$ cat src/mtep_pkg.sv
// Shared constants and codes for the MIDI track event parser.
// No dependencies; compile first.
package mtep_pkg;

   localparam int DEF_TICK_WIDTH   = 48;
   localparam int DEF_LENGTH_WIDTH = 16;

   localparam int EVENT_TICK_W = 48;
   localparam int BODY_LEN_W   = 16;

   localparam logic [7:0] DATA_MASK   = 8'h7F;
   localparam logic [7:0] STATUS_BIT  = 8'h80;
   localparam logic [7:0] META_STATUS = 8'hFF;
   localparam logic [7:0] SYSTEM_BASE = 8'hF0;
   localparam logic [7:0] SYSEX_END   = 8'hF7;
   localparam logic [7:0] CLASS_MASK  = 8'hE0;
   localparam logic [7:0] ONE_BYTE_CLASS = 8'hC0;

   localparam logic [1:0] ERR_NONE       = 2'd0;
   localparam logic [1:0] ERR_NO_STATUS  = 2'd1;
   localparam logic [1:0] ERR_BAD_DATA   = 2'd2;
   localparam logic [1:0] ERR_TRUNCATED  = 2'd3;

endpackage

$ cat src/mtep_req_if.sv
// Input channel of the MIDI track event parser: one chunk byte per beat.
// Depends on mtep_pkg.
interface mtep_req_if import mtep_pkg::*; ();
   logic       valid;
   logic       ready;
   logic [7:0] byte_in;
   logic       last_in_chunk;

   modport source (output valid, output byte_in, output last_in_chunk, input ready);
   modport sink   (input valid, input byte_in, input last_in_chunk, output ready);
endinterface

$ cat src/mtep_rsp_if.sv
// Result channel of the MIDI track event parser: one event or error per beat.
// Depends on mtep_pkg.
interface mtep_rsp_if import mtep_pkg::*; ();
   logic                    valid;
   logic                    ready;
   logic [EVENT_TICK_W-1:0] event_tick;
   logic [7:0]              status_out;
   logic [7:0]              first_data;
   logic [7:0]              second_data;
   logic [BODY_LEN_W-1:0]   body_length;
   logic [1:0]              error_code;

   modport source (output valid, output event_tick, output status_out, output first_data,
                   output second_data, output body_length, output error_code,
                   input ready);
   modport sink   (input valid, input event_tick, input status_out, input first_data,
                   input second_data, input body_length, input error_code,
                   output ready);
endinterface

$ cat src/midi_track_event_parser.sv
// Top level of the MIDI track event parser: delta/status/body decoding.
// Depends on mtep_pkg, mtep_req_if and mtep_rsp_if.
//
//   channel   dir  beat                           handshake
//   req_bus   in   byte_in, last_in_chunk         valid/ready
//   rsp_bus   out  tick, status, data, len, err   valid/ready
//
// One byte per cycle while req_bus.ready is high; parse state and any result are
// registered at the accepting edge, so a result is offered in the cycle after its byte.
// req_bus.ready is low only while a result sits in the output register and
// rsp_bus.ready is low.
// Reset is synchronous and clears all parse state, including running status.
module midi_track_event_parser import mtep_pkg::*; #(
   parameter int TICK_WIDTH   = DEF_TICK_WIDTH,
   parameter int LENGTH_WIDTH = DEF_LENGTH_WIDTH
) (
   input  logic   clock,
   input  logic   reset,
   mtep_req_if.sink   req_bus,
   mtep_rsp_if.source rsp_bus
);

   typedef enum logic [1:0] {PH_DELTA, PH_STATUS, PH_BODY} phase_type;

   localparam logic [LENGTH_WIDTH-1:0] LEN_MAX = '1;

   phase_type               phase_ff, phase_in;
   logic [31:0]             delta_ff, delta_in;
   logic [TICK_WIDTH-1:0]   tick_ff, tick_in;
   logic [7:0]              run_ff, run_in;
   logic [7:0]              cur_ff, cur_in;
   logic [LENGTH_WIDTH-1:0] cnt_ff, cnt_in;
   logic [LENGTH_WIDTH-1:0] exp_ff, exp_in;
   logic [7:0]              first_ff, first_in;
   logic [7:0]              second_ff, second_in;
   logic                    skip_ff, skip_in;

   logic                    out_valid_ff;
   logic [EVENT_TICK_W-1:0] out_tick_ff;
   logic [TICK_WIDTH-1:0]   out_tick_in;
   logic [7:0]              out_status_ff, out_status_in;
   logic [7:0]              out_first_ff, out_first_in;
   logic [7:0]              out_second_ff, out_second_in;
   logic [BODY_LEN_W-1:0]   out_len_ff;
   logic [1:0]              out_err_ff, out_err_in;
   logic [LENGTH_WIDTH-1:0] out_cnt_in;

   logic        accept;
   logic        emit;
   logic [63:0] tick_wide;
   logic [31:0] len_wide;

   assign req_bus.ready = !out_valid_ff || rsp_bus.ready;
   assign accept        = req_bus.valid && req_bus.ready;

   always_comb begin
      logic [7:0]              b;
      logic                    last;
      logic [31:0]             acc;
      logic                    in_body;
      logic [7:0]              st;
      logic [LENGTH_WIDTH-1:0] cnt;
      logic [LENGTH_WIDTH-1:0] expct;
      logic [7:0]              hf;
      logic [7:0]              hs;
      logic                    done;
      logic                    fail;
      logic                    is_sys;

      b       = req_bus.byte_in;
      last    = req_bus.last_in_chunk;
      acc     = '0;
      in_body = 1'b0;
      st      = cur_ff;
      cnt     = cnt_ff;
      expct   = exp_ff;
      hf      = first_ff;
      hs      = second_ff;
      done    = 1'b0;
      fail    = 1'b0;
      is_sys  = 1'b0;

      phase_in  = phase_ff;
      delta_in  = delta_ff;
      tick_in   = tick_ff;
      run_in    = run_ff;
      cur_in    = cur_ff;
      cnt_in    = cnt_ff;
      exp_in    = exp_ff;
      first_in  = first_ff;
      second_in = second_ff;
      skip_in   = skip_ff;

      emit          = 1'b0;
      out_status_in = '0;
      out_first_in  = '0;
      out_second_in = '0;
      out_cnt_in    = '0;
      out_err_in    = ERR_NONE;

      if (!skip_ff) begin
         case (phase_ff)
            PH_DELTA: begin
               acc = {delta_ff[24:0], b[6:0]};
               delta_in = acc;
               if ((b & STATUS_BIT) == 8'h00) begin
                  tick_in  = tick_ff + TICK_WIDTH'(acc);
                  delta_in = '0;
                  phase_in = PH_STATUS;
               end
               if (last) begin
                  fail       = 1'b1;
                  out_err_in = ERR_TRUNCATED;
               end
            end
            PH_STATUS: begin
               if ((b & STATUS_BIT) != 8'h00) begin
                  cur_in   = b;
                  run_in   = b;
                  phase_in = PH_BODY;
                  cnt_in   = '0;
                  exp_in   = ((b & CLASS_MASK) == ONE_BYTE_CLASS) ?
                             LENGTH_WIDTH'(1) : LENGTH_WIDTH'(2);
                  if (last) begin
                     fail          = 1'b1;
                     out_err_in    = ERR_TRUNCATED;
                     out_status_in = b;
                  end
               end else if (run_ff == 8'h00) begin
                  fail       = 1'b1;
                  out_err_in = ERR_NO_STATUS;
               end else begin
                  in_body = 1'b1;
                  st      = run_ff;
                  cnt     = '0;
                  expct   = ((run_ff & CLASS_MASK) == ONE_BYTE_CLASS) ?
                            LENGTH_WIDTH'(1) : LENGTH_WIDTH'(2);
               end
            end
            PH_BODY: in_body = 1'b1;
            default: in_body = 1'b0;
         endcase

         if (in_body) begin
            is_sys   = (st & SYSTEM_BASE) == SYSTEM_BASE;
            cur_in   = st;
            phase_in = PH_BODY;
            if (!is_sys && (b & STATUS_BIT) != 8'h00) begin
               fail          = 1'b1;
               out_err_in    = ERR_BAD_DATA;
               out_status_in = st;
            end else begin
               if (cnt == '0) hf = b;
               else if (cnt == LENGTH_WIDTH'(1)) hs = b;
               if (cnt < LEN_MAX) cnt = cnt + LENGTH_WIDTH'(1);
               if (st == META_STATUS) begin
                  if (cnt == LENGTH_WIDTH'(2)) expct = LENGTH_WIDTH'(hs) + LENGTH_WIDTH'(2);
                  done = (cnt >= LENGTH_WIDTH'(2)) && (cnt == expct);
               end else if (is_sys) begin
                  done = b == SYSEX_END;
               end else begin
                  done = cnt == expct;
               end
               cnt_in    = cnt;
               exp_in    = expct;
               first_in  = hf;
               second_in = hs;
               if (done) begin
                  emit          = 1'b1;
                  out_status_in = st;
                  out_first_in  = hf;
                  out_second_in = hs;
                  out_cnt_in    = cnt;
                  phase_in  = PH_DELTA;
                  delta_in  = '0;
                  cur_in    = '0;
                  cnt_in    = '0;
                  exp_in    = '0;
                  first_in  = '0;
                  second_in = '0;
               end else if (last) begin
                  fail          = 1'b1;
                  out_err_in    = ERR_TRUNCATED;
                  out_status_in = st;
               end
            end
         end

         if (fail) begin
            emit      = 1'b1;
            phase_in  = PH_DELTA;
            delta_in  = '0;
            cur_in    = '0;
            cnt_in    = '0;
            exp_in    = '0;
            first_in  = '0;
            second_in = '0;
            skip_in   = !last;
         end
      end

      out_tick_in = tick_in;

      if (last) begin
         phase_in  = PH_DELTA;
         delta_in  = '0;
         cur_in    = '0;
         cnt_in    = '0;
         exp_in    = '0;
         first_in  = '0;
         second_in = '0;
         tick_in   = '0;
         skip_in   = 1'b0;
      end
   end

   // tick reported is the value after this byte's delta is applied
   assign tick_wide = 64'(out_tick_in);
   assign len_wide  = 32'(out_cnt_in);

   always_ff @(posedge clock) begin
      if (reset) begin
         phase_ff  <= PH_DELTA;
         delta_ff  <= '0;
         tick_ff   <= '0;
         run_ff    <= '0;
         cur_ff    <= '0;
         cnt_ff    <= '0;
         exp_ff    <= '0;
         first_ff  <= '0;
         second_ff <= '0;
         skip_ff   <= 1'b0;
         out_valid_ff <= 1'b0;
      end else begin
         if (accept) begin
            phase_ff  <= phase_in;
            delta_ff  <= delta_in;
            tick_ff   <= tick_in;
            run_ff    <= run_in;
            cur_ff    <= cur_in;
            cnt_ff    <= cnt_in;
            exp_ff    <= exp_in;
            first_ff  <= first_in;
            second_ff <= second_in;
            skip_ff   <= skip_in;
         end
         if (accept && emit) out_valid_ff <= 1'b1;
         else if (rsp_bus.ready) out_valid_ff <= 1'b0;
      end
   end

   always_ff @(posedge clock) begin
      if (accept && emit) begin
         out_tick_ff   <= tick_wide[EVENT_TICK_W-1:0];
         out_status_ff <= out_status_in;
         out_first_ff  <= out_first_in;
         out_second_ff <= out_second_in;
         out_len_ff    <= len_wide[BODY_LEN_W-1:0];
         out_err_ff    <= out_err_in;
      end
   end

   assign rsp_bus.valid       = out_valid_ff;
   assign rsp_bus.event_tick  = out_tick_ff;
   assign rsp_bus.status_out  = out_status_ff;
   assign rsp_bus.first_data  = out_first_ff;
   assign rsp_bus.second_data = out_second_ff;
   assign rsp_bus.body_length = out_len_ff;
   assign rsp_bus.error_code  = out_err_ff;

endmodule

$ cat src/flat_wrapper.sv
// flat-port wrapper written by rule: the top's interface ports become plain ports
module midi_track_event_parser_flat import mtep_pkg::*;
#(
   parameter int TICK_WIDTH   = DEF_TICK_WIDTH,
   parameter int LENGTH_WIDTH = DEF_LENGTH_WIDTH
)
  (clock, reset, req_bus_valid, req_bus_byte_in, req_bus_last_in_chunk, req_bus_ready, rsp_bus_valid, rsp_bus_event_tick, rsp_bus_status_out, rsp_bus_first_data, rsp_bus_second_data, rsp_bus_body_length, rsp_bus_error_code, rsp_bus_ready);
  mtep_req_if req_bus_i ();
  mtep_rsp_if rsp_bus_i ();
  input  logic clock;
  input  logic reset;
  input wire logic [$bits(req_bus_i.valid)-1:0] req_bus_valid;
  input wire logic [$bits(req_bus_i.byte_in)-1:0] req_bus_byte_in;
  input wire logic [$bits(req_bus_i.last_in_chunk)-1:0] req_bus_last_in_chunk;
  output wire logic [$bits(req_bus_i.ready)-1:0] req_bus_ready;
  output wire logic [$bits(rsp_bus_i.valid)-1:0] rsp_bus_valid;
  output wire logic [$bits(rsp_bus_i.event_tick)-1:0] rsp_bus_event_tick;
  output wire logic [$bits(rsp_bus_i.status_out)-1:0] rsp_bus_status_out;
  output wire logic [$bits(rsp_bus_i.first_data)-1:0] rsp_bus_first_data;
  output wire logic [$bits(rsp_bus_i.second_data)-1:0] rsp_bus_second_data;
  output wire logic [$bits(rsp_bus_i.body_length)-1:0] rsp_bus_body_length;
  output wire logic [$bits(rsp_bus_i.error_code)-1:0] rsp_bus_error_code;
  input wire logic [$bits(rsp_bus_i.ready)-1:0] rsp_bus_ready;
  assign req_bus_i.valid = req_bus_valid;
  assign req_bus_i.byte_in = req_bus_byte_in;
  assign req_bus_i.last_in_chunk = req_bus_last_in_chunk;
  assign req_bus_ready = req_bus_i.ready;
  assign rsp_bus_valid = rsp_bus_i.valid;
  assign rsp_bus_event_tick = rsp_bus_i.event_tick;
  assign rsp_bus_status_out = rsp_bus_i.status_out;
  assign rsp_bus_first_data = rsp_bus_i.first_data;
  assign rsp_bus_second_data = rsp_bus_i.second_data;
  assign rsp_bus_body_length = rsp_bus_i.body_length;
  assign rsp_bus_error_code = rsp_bus_i.error_code;
  assign rsp_bus_i.ready = rsp_bus_ready;
  midi_track_event_parser #(.TICK_WIDTH(TICK_WIDTH), .LENGTH_WIDTH(LENGTH_WIDTH)) u_core (.clock(clock), .reset(reset), .req_bus(req_bus_i), .rsp_bus(rsp_bus_i));
endmodule
$ cat config.mk
export PLATFORM = sky130hd
export DESIGN_NAME = midi_track_event_parser_flat
export DESIGN_NICKNAME = d
export VERILOG_FILES = /design/src/mtep_pkg.sv /design/src/mtep_req_if.sv /design/src/mtep_rsp_if.sv /design/src/midi_track_event_parser.sv /design/src/flat_wrapper.sv
export SDC_FILE = /design/constraint.sdc
export NUM_CORES = 1
export LEC_CHECK = 0
export BUFFER_PORTS_ARGS = -buffer_cell sky130_fd_sc_hd__buf_4
export CORE_UTILIZATION = 30
export CTS_CLUSTER_SIZE = 25
export DETAILED_ROUTE_END_ITERATION = 16
export PLACE_DENSITY = 0.49
export SLEW_MARGIN = 20
export SYNTH_ARGS = -nofsm -noshare
export SYNTH_HDL_FRONTEND = slang
export SYNTH_SLANG_ARGS = --single-unit
$ cat constraint.sdc
create_clock -name clock -period 14.5 [get_ports clock]
set_input_delay 2.175 -clock clock [delete_from_list [all_inputs] [get_ports clock]]
set_output_delay 2.175 -clock clock [all_outputs]
set_load 0.01 [all_outputs]
Yosys cells after proc, flatten, opt, wreduce, memory -nomap -nowiden
Cells that the tools add are included.
W data, S select, Z words.
{ "totals": {"input_bits": 13, "out_inout_bits": 92, "register_bits": 238, "wordCells": 193} }
{ "op_classes": {"order_cmp": 2, "n_reduce_logical": 23, "mux": 130, "bitwise_logic": 3, "eq_ne": 15, "n_addsub": 3} }
{ "ops": {"columns": ["cell", "count"], "rows": [
  ["$mux W16", 34],
  ["$mux W8", 37],
  ["$mux W32", 8],
  ["$mux W48", 4],
  ["$add A48 B32 Y48", 1],
  ["$eq A16 B16 Y1", 2],
  ["$mux W2", 16],
  ["$mux W1", 27],
  ["$add A16 B1 Y16 const B", 1],
  ["$eq A16 B1 Y1 const B", 1],
  ["$eq A16 B2 Y1 const B", 1],
  ["$eq A8 B8 Y1 const B", 2],
  ["$ge A16 B2 Y1 const B", 1],
  ["$logic_not A16 Y1", 1],
  ["$logic_not A8 Y1", 2],
  ["$lt A16 B16 Y1 const B", 1],
  ["$reduce_and A4 Y1", 3],
  ["$add A8 B2 Y9 const B", 1],
  ["$pmux W2 S2", 2],
  ["$reduce_bool A4 Y1", 2],
  ["$eq A3 B3 Y1 const B", 2],
  ["$ne A5 B2 Y1 const B", 1],
  ["$ne A5 B3 Y1 const B", 1],
  ["$reduce_and A5 Y1", 1],
  ["other kinds (16)", 24]
]} }

Longest topological paths before layout
{ "depth": {"depth_word": 31, "depth_mapped": 27, "depth_no_buf": 19} }

Worst setup path before layout
Ideal clock, no wire load.
{ "synth_path": {"path_type": "input-to-reg", "startpoint": "in req_bus_byte_in[7]", "endpoint": "reg u_core.out_len_ff[0] (netlist: u_core.rsp_bus.body_length[0]), enable pin", "slack_ps": 108, "setup_ps": 672, "stages": 24, "arrival_time_ps": 13721, "cell_sequence": "nor2b_1 -> a21bo_2 -> buf_2 -> clkbuf_1 -> buf_1 -> clkbuf_1 -> clkbuf_1 -> and2_1 -> ha_1 -> buf_2 -> nand4_2 -> or4_1 -> buf_2 -> and4_4 -> and3_1 -> a211oi_1 -> nand3b_1 -> o31a_1 -> or3_1 -> a211oi_2 -> o21ai_0 -> nand2b_1 -> clkbuf_1 -> a211oi_1"} }
{ "synth_between": {"elab_chain_cells": 28} }
{ "synth_rtl": {"columns": ["item", "line_no", "text"], "rows": [
  ["start, declared", "flat_wrapper.sv:13", "input wire logic [$bits(req_bus_i.byte_in)-1:0] req_bus_byte_in;"],
  ["$mux W16", "midi_track_event_parser.sv:117", "if ((b & STATUS_BIT) != 8'h00) begin"],
  ["$mux W16", "midi_track_event_parser.sv:102", "case (phase_ff)"],
  ["$mux W16", "midi_track_event_parser.sv:101", "if (!skip_ff) begin"],
  ["$eq A16 B1 Y1", "midi_track_event_parser.sv:154", "else if (cnt == LENGTH_WIDTH'(1)) hs = b;"],
  ["$mux W8", "midi_track_event_parser.sv:154", null],
  ["$mux W8", "midi_track_event_parser.sv:153", "if (cnt == '0) hf = b;"],
  ["$mux W8", "midi_track_event_parser.sv:148", "if (!is_sys && (b & STATUS_BIT) != 8'h00) begin"],
  ["$mux W8", "midi_track_event_parser.sv:144", "if (in_body) begin"],
  ["[12 not listed]", null, null],
  ["$mux W1", "midi_track_event_parser.sv:101", null],
  ["$mux W1", "midi_track_event_parser.sv:168", "if (done) begin"],
  ["$mux W1", "midi_track_event_parser.sv:148", null],
  ["$mux W1", "midi_track_event_parser.sv:144", null],
  ["$mux W1", "midi_track_event_parser.sv:101", null],
  ["$mux W1 (*)", "midi_track_event_parser.sv:189", "if (fail) begin"],
  ["$mux W1 (*)", "midi_track_event_parser.sv:101", null],
  ["$logic_and A1 B1 Y1 (*)", "midi_track_event_parser.sv:253", "if (accept && emit) begin"],
  ["end signal, assigned", "midi_track_event_parser.sv:258", "out_len_ff <= len_wide[BODY_LEN_W-1:0];"],
  ["end, declared", "midi_track_event_parser.sv:44", "logic [BODY_LEN_W-1:0] out_len_ff;"]
]} }
Every way passes the cells marked *; elsewhere a longest branch is shown, timed or not. The select of a mux whose other input is x is not followed.
A chain may end at the register's enable or synchronous reset.

Worst setup path after layout
{ "layout_path": {"startpoint": "in req_bus_byte_in[7]", "endpoint": "reg u_core.out_tick_ff[47] (netlist: u_core.rsp_bus.event_tick[47]), enable pin"} }
{ "layout_between": {"elab_chain_cells": 28} }
{ "layout_rtl": {"columns": ["item", "line_no", "text"], "rows": [
  ["$mux W16", "midi_track_event_parser.sv:117", null],
  ["$mux W16", "midi_track_event_parser.sv:102", null],
  ["$mux W16", "midi_track_event_parser.sv:101", null],
  ["$eq A16 B1 Y1", "midi_track_event_parser.sv:154", null],
  ["$mux W8", "midi_track_event_parser.sv:154", null],
  ["$mux W8", "midi_track_event_parser.sv:153", null],
  ["$mux W8", "midi_track_event_parser.sv:148", null],
  ["$mux W8", "midi_track_event_parser.sv:144", null],
  ["[12 not listed]", null, null],
  ["$mux W1", "midi_track_event_parser.sv:101", null],
  ["$mux W1", "midi_track_event_parser.sv:168", null],
  ["$mux W1", "midi_track_event_parser.sv:148", null],
  ["$mux W1", "midi_track_event_parser.sv:144", null],
  ["$mux W1", "midi_track_event_parser.sv:101", null],
  ["$mux W1 (*)", "midi_track_event_parser.sv:189", null],
  ["$mux W1 (*)", "midi_track_event_parser.sv:101", null],
  ["$logic_and A1 B1 Y1 (*)", "midi_track_event_parser.sv:253", null],
  ["end signal, assigned", "midi_track_event_parser.sv:254", "out_tick_ff <= tick_wide[EVENT_TICK_W-1:0];"],
  ["end, declared", "midi_track_event_parser.sv:39", "logic [EVENT_TICK_W-1:0] out_tick_ff;"]
]} }
Marked as above.

==> metrics.txt <==
# TYPE chip_impl_metric gauge
chip_impl_info{name="hp-class",value="reg -> reg"} 1
chip_impl_metric{name="finalInstanceArea",unit="µm²"} 15230
chip_impl_metric{name="portion_of_synthesized_cell_area_occupied_by_the_leading_cell_type",unit=""} 0.2155
chip_impl_metric{name="max_freq",unit="GHz"} 0.1276
chip_impl_metric{name="timing.max_cap.violations",unit=""} 0
chip_impl_metric{name="final_count_of_negative_setup_slack_endpoints",unit=""} 0
chip_impl_metric{name="post_cts_resize_count",unit=""} 0
chip_impl_metric{name="placementRows",unit=""} 76
chip_impl_metric{name="grt_util_all_layers",unit=""} 0.1849
chip_impl_metric{name="vias",unit=""} 11690
chip_impl_metric{name="cp_num_buf_inv",unit=""} 4
chip_impl_metric{name="post_route_cells_drive_above_1_share",unit=""} 0.1457
chip_impl_metric{name="ys_types",unit=""} 96
chip_impl_metric{name="asyncSetResetFlopFracSynth",unit=""} 0
chip_impl_info{name="postSynth.topFlopCell",value="sky130_fd_sc_hd__dfxtp_1"} 1
chip_impl_metric{name="cp.arrival",unit="ps"} 8030
chip_impl_metric{name="clock_path_buffers",unit=""} 3
chip_impl_info{name="critical_path.cell_chain",value="buf_4 > nor2b_1 > a21boi_2 > buf_4 > or3b_1 > nand2_1 > o21ai_0 > buf_4 > ha_1 > nand3_1 > xnor2_1 > mux2i_1 > a222oi_1 > o2111a_1 > nand3_1 > a211oi_2 > o21ai_0 > nand2b_1 > a211oi_4 > buf_4"} 1
chip_impl_info{name="clockRootBuffer",value="sky130_fd_sc_hd__clkbuf_16"} 1
chip_impl_metric{name="chip_height",unit="µm"} 211.0
chip_impl_metric{name="floorplan.core_area",unit="µm²"} 43080
chip_impl_info{name="setup_repair_after_global_routing_missed_its_margin",value="no"} 1
chip_impl_metric{name="post_synth.cell_area_avg",unit="µm²"} 8.887
chip_impl_metric{name="drc",unit=""} 0
chip_impl_info{name="synth.top_cells.by_area",value="sky130_fd_sc_hd__dfxtp_1 22%, sky130_fd_sc_hd__edfxtp_1 21%, sky130_fd_sc_hd__a21oi_1 4.2%"} 1
chip_impl_metric{name="design_power_total",unit="mW"} 1.513
chip_impl_metric{name="post_cts_hold_buffer_count",unit=""} 0
chip_impl_info{name="outcome",value="finished, final reports clean"} 1
chip_impl_metric{name="cts_inserted_buffers",unit=""} 27
chip_impl_metric{name="io_pins",unit=""} 105
chip_impl_metric{name="first_global_vias",unit=""} 10730
chip_impl_metric{name="number_of_synthesized_flops_with_an_enable_pin",unit=""} 90
chip_impl_metric{name="grt-ovfl-total",unit=""} 0
chip_impl_metric{name="rrSetupSlack",unit="ps"} 7740
chip_impl_metric{name="syn_nets",unit=""} 1525
chip_impl_metric{name="cts.sink_count",unit=""} 231
chip_impl_metric{name="tightest_slew",unit="ps"} 990.1
chip_impl_metric{name="clkLatencyLatePin",unit="ps"} 560
chip_impl_metric{name="seq_area_frac_synth",unit=""} 0.4218
chip_impl_metric{name="grt_pass1_wl",unit="µm"} 64780
chip_impl_metric{name="die_area",unit="µm²"} 44510
chip_impl_metric{name="clk_pin_slew",unit="ps"} 60
chip_impl_metric{name="cts_post_setup_buffers_inserted",unit=""} 0
chip_impl_metric{name="die_w",unit="µm"} 211.0
chip_impl_metric{name="timing.final.crit_share",unit=""} 0.5407
chip_impl_metric{name="postRouteAntennaNets",unit=""} 0
chip_impl_metric{name="drtPass1Iterations",unit=""} 7
chip_impl_metric{name="worstPathRequired",unit="ps"} 14690
chip_impl_info{name="timing.setup.critical_path_class",value="in -> reg"} 1
chip_impl_metric{name="postSynthRegisterBits",unit=""} 231
chip_impl_info{name="top_post_synthesis_cells_by_count",value="143 x sky130_fd_sc_hd__nand2_1, 141 x sky130_fd_sc_hd__dfxtp_1, 110 x sky130_fd_sc_hd__a21oi_1"} 1
chip_impl_metric{name="final_max_slew_viol_count",unit=""} 0
chip_impl_metric{name="critical_path.max_fanout",unit=""} 45
chip_impl_info{name="startpoint_type_of_the_worst_setup_path",value="primary input"} 1
chip_impl_metric{name="antenna_cells_inserted",unit=""} 0
chip_impl_metric{name="netlist_instances",unit=""} 1474
chip_impl_metric{name="fin_nets",unit=""} 1581
chip_impl_info{name="synthDominantAreaCellType",value="sky130_fd_sc_hd__dfxtp_1"} 1
chip_impl_metric{name="gpl.final_weighted_congestion",unit=""} 0.8569
chip_impl_info{name="synthMostInstantiatedCell",value="sky130_fd_sc_hd__nand2_1"} 1
chip_impl_metric{name="portBuffers",unit=""} 104
chip_impl_metric{name="flow.area_growth_from_synthesis",unit="%"} 16.28
chip_impl_info{name="setup.worst_path.end_class",value="flop"} 1
chip_impl_metric{name="routed_wire_length_per_instance",unit="µm"} 19.57
chip_impl_metric{name="slew-limit-headroom",unit=""} 0.3399
chip_impl_metric{name="maximum_number_of_pins_on_one_net_before_global_route_repair",unit=""} 84
chip_impl_metric{name="post_drt_via_cell_ratio",unit=""} 5.471
chip_impl_metric{name="start_util",unit=""} 0.3041
chip_impl_metric{name="tns",unit="ps"} 0
chip_impl_info{name="crit_slowest_cell",value="sky130_fd_sc_hd__or3b_1"} 1
chip_impl_metric{name="worst_ir_drop_vdd",unit="µV"} 80.76
chip_impl_metric{name="synth_warnings",unit=""} 0
chip_impl_metric{name="power_density",unit="nW/µm²"} 99.35
chip_impl_metric{name="starting_drt_drc_count",unit=""} 970
chip_impl_info{name="critical-path-top-delay-family",value="simple AND/OR/NAND/NOR gates"} 1
chip_impl_metric{name="postRouteWirelength",unit="µm"} 41800
chip_impl_metric{name="skew",unit="ps"} 19.88
chip_impl_metric{name="detailed_place.area",unit="µm²"} 14380
chip_impl_info{name="crit_top_cell",value="sky130_fd_sc_hd__buf_4"} 1
chip_impl_metric{name="h_tree_depth",unit=""} 1
chip_impl_info{name="tritoncts_clock_tree",value="built"} 1
chip_impl_metric{name="number_of_antenna_violations_at_the_first_check_in_global_routing",unit=""} 0
chip_impl_metric{name="place.detailed.hpwl",unit="µm"} 28630
chip_impl_metric{name="critical-path-max-stage-delay",unit="ps"} 720
chip_impl_metric{name="hold_violations",unit=""} 0
chip_impl_metric{name="min_period",unit="ps"} 7840
chip_impl_metric{name="synth_area",unit="µm²"} 13100
chip_impl_metric{name="power.leakage",unit="nW"} 5.423
==> placed cells by master (no fill, tap or decap), drive strengths merged, types with 7 or more instances in the layout <==
master,n
a22oi,42
o211ai,10
xnor2,41
a21o,17
o21bai,7
a21oi,112
nor2b,10
o21ai,87
buf,128
mux2i,13
o32ai,22
a211oi,13
o21a,7
and2,21
and3,18
nor2,128
inv,58
edfxtp,90
ha,37
o31ai,13
clkbuf,41
dfxtp,141
nand3,52
or3,16
a31oi,23
xor2,23
nand2b,8
nor3b,8
nand2,143
or4,8
nor4,31
nand4,31
nor3,39
==> layout make-up <==
type / instances / area, µm²
clock buffers: 41 / 748.2
clock inverters: 9 / 102.6
fillers: 4414 / 27840
inverters: 57 / 214.0
multi-input cells: 1085 / 6949
flip-flops and latches: 231 / 5525
well taps: 585 / 732.0
repair buffers: 128 / 960.9
==> sequential cells by signal, indices dropped and copies added (netlist names) <==
| register | cells |
|---|---|
| u_core.exp_ff | 16 |
| u_core.rsp_bus.event_tick | 48 |
| u_core.rsp_bus.status_out | 8 |
| u_core.second_ff | 8 |
| u_core.rsp_bus.first_data | 8 |
| u_core.cur_ff | 8 |
| u_core.cnt_ff | 16 |
| u_core.rsp_bus.error_code | 2 |
| u_core.run_ff | 8 |
| u_core.phase_ff | 2 |
| u_core.rsp_bus.valid | 1 |
| u_core.rsp_bus.second_data | 8 |
| u_core.first_ff | 8 |
| u_core.tick_ff | 48 |
| u_core.delta_ff | 25 |
| u_core.rsp_bus.body_length | 16 |
| u_core.skip_ff | 1 |
==> cells by family (layout without fill, tap and decap cells) <==
logic type | after synthesis | in the layout | synth area share
compound gates | 432 | 432 | 0.2213
fa+ha+maj | 38 | 38 | 0.03687
buf+inv | 158 | 235 | 0.05033
mux | 16 | 16 | 0.01347
xor+xnor | 64 | 64 | 0.04279
simple gates | 535 | 535 | 0.2135
flops | 231 | 231 | 0.4218
==> report_power, final <==
group	switching [mW]	leakage, nW	internal, mW	total (mW)
Combinational	0.0932	2.99	0.0425	0.136
Sequential	0.0113	2.02	0.694	0.705
Clock	0.281	0.414	0.391	0.672
==> worst min-delay path, cell delays in order (launching register included) <==
cell	delay [ps]
sky130_fd_sc_hd__dfxtp_1	310
sky130_fd_sc_hd__nand2_1	50
sky130_fd_sc_hd__a21oi_1	50
==> path summary, 6_finish.rpt <==
check / startpoint / to / cells after the start
worst min-delay path: u_core.cur_ff[1] / u_core.cur_ff[1] / 2
worst max register to register: u_core.phase_ff[1] / u_core.rsp_bus.event_tick[47] / 21
worst max-delay path: req_bus_byte_in[7] / u_core.rsp_bus.event_tick[47] / 20
worst min register to register: u_core.cur_ff[1] / u_core.cur_ff[1] / 2
==> per-stage QoR <==
step	instances	utilization	hold slack, ps	worst slack (ps)
2_1_floorplan	1474	-	431.6	107.7
3_3_place_gp	2086	0.3339	443.6	6283
3_5_place_dp	2086	0.3339	447.7	6193
4_1_cts	2136	0.3536	458.9	6751
5_1_grt	2136	0.3536	472.9	6220
6_report	2136	0.3536	455.6	6660
==> layer usage <==
metal / track usage / share of wire
met1: 0.2801 / 0.50
met2: 0.2752 / 0.43
met3: 0.02825 / 0.053
met4: 0.03598 / 0.012
met5: 0 / 0
Power figures use the tool's default switching activity.
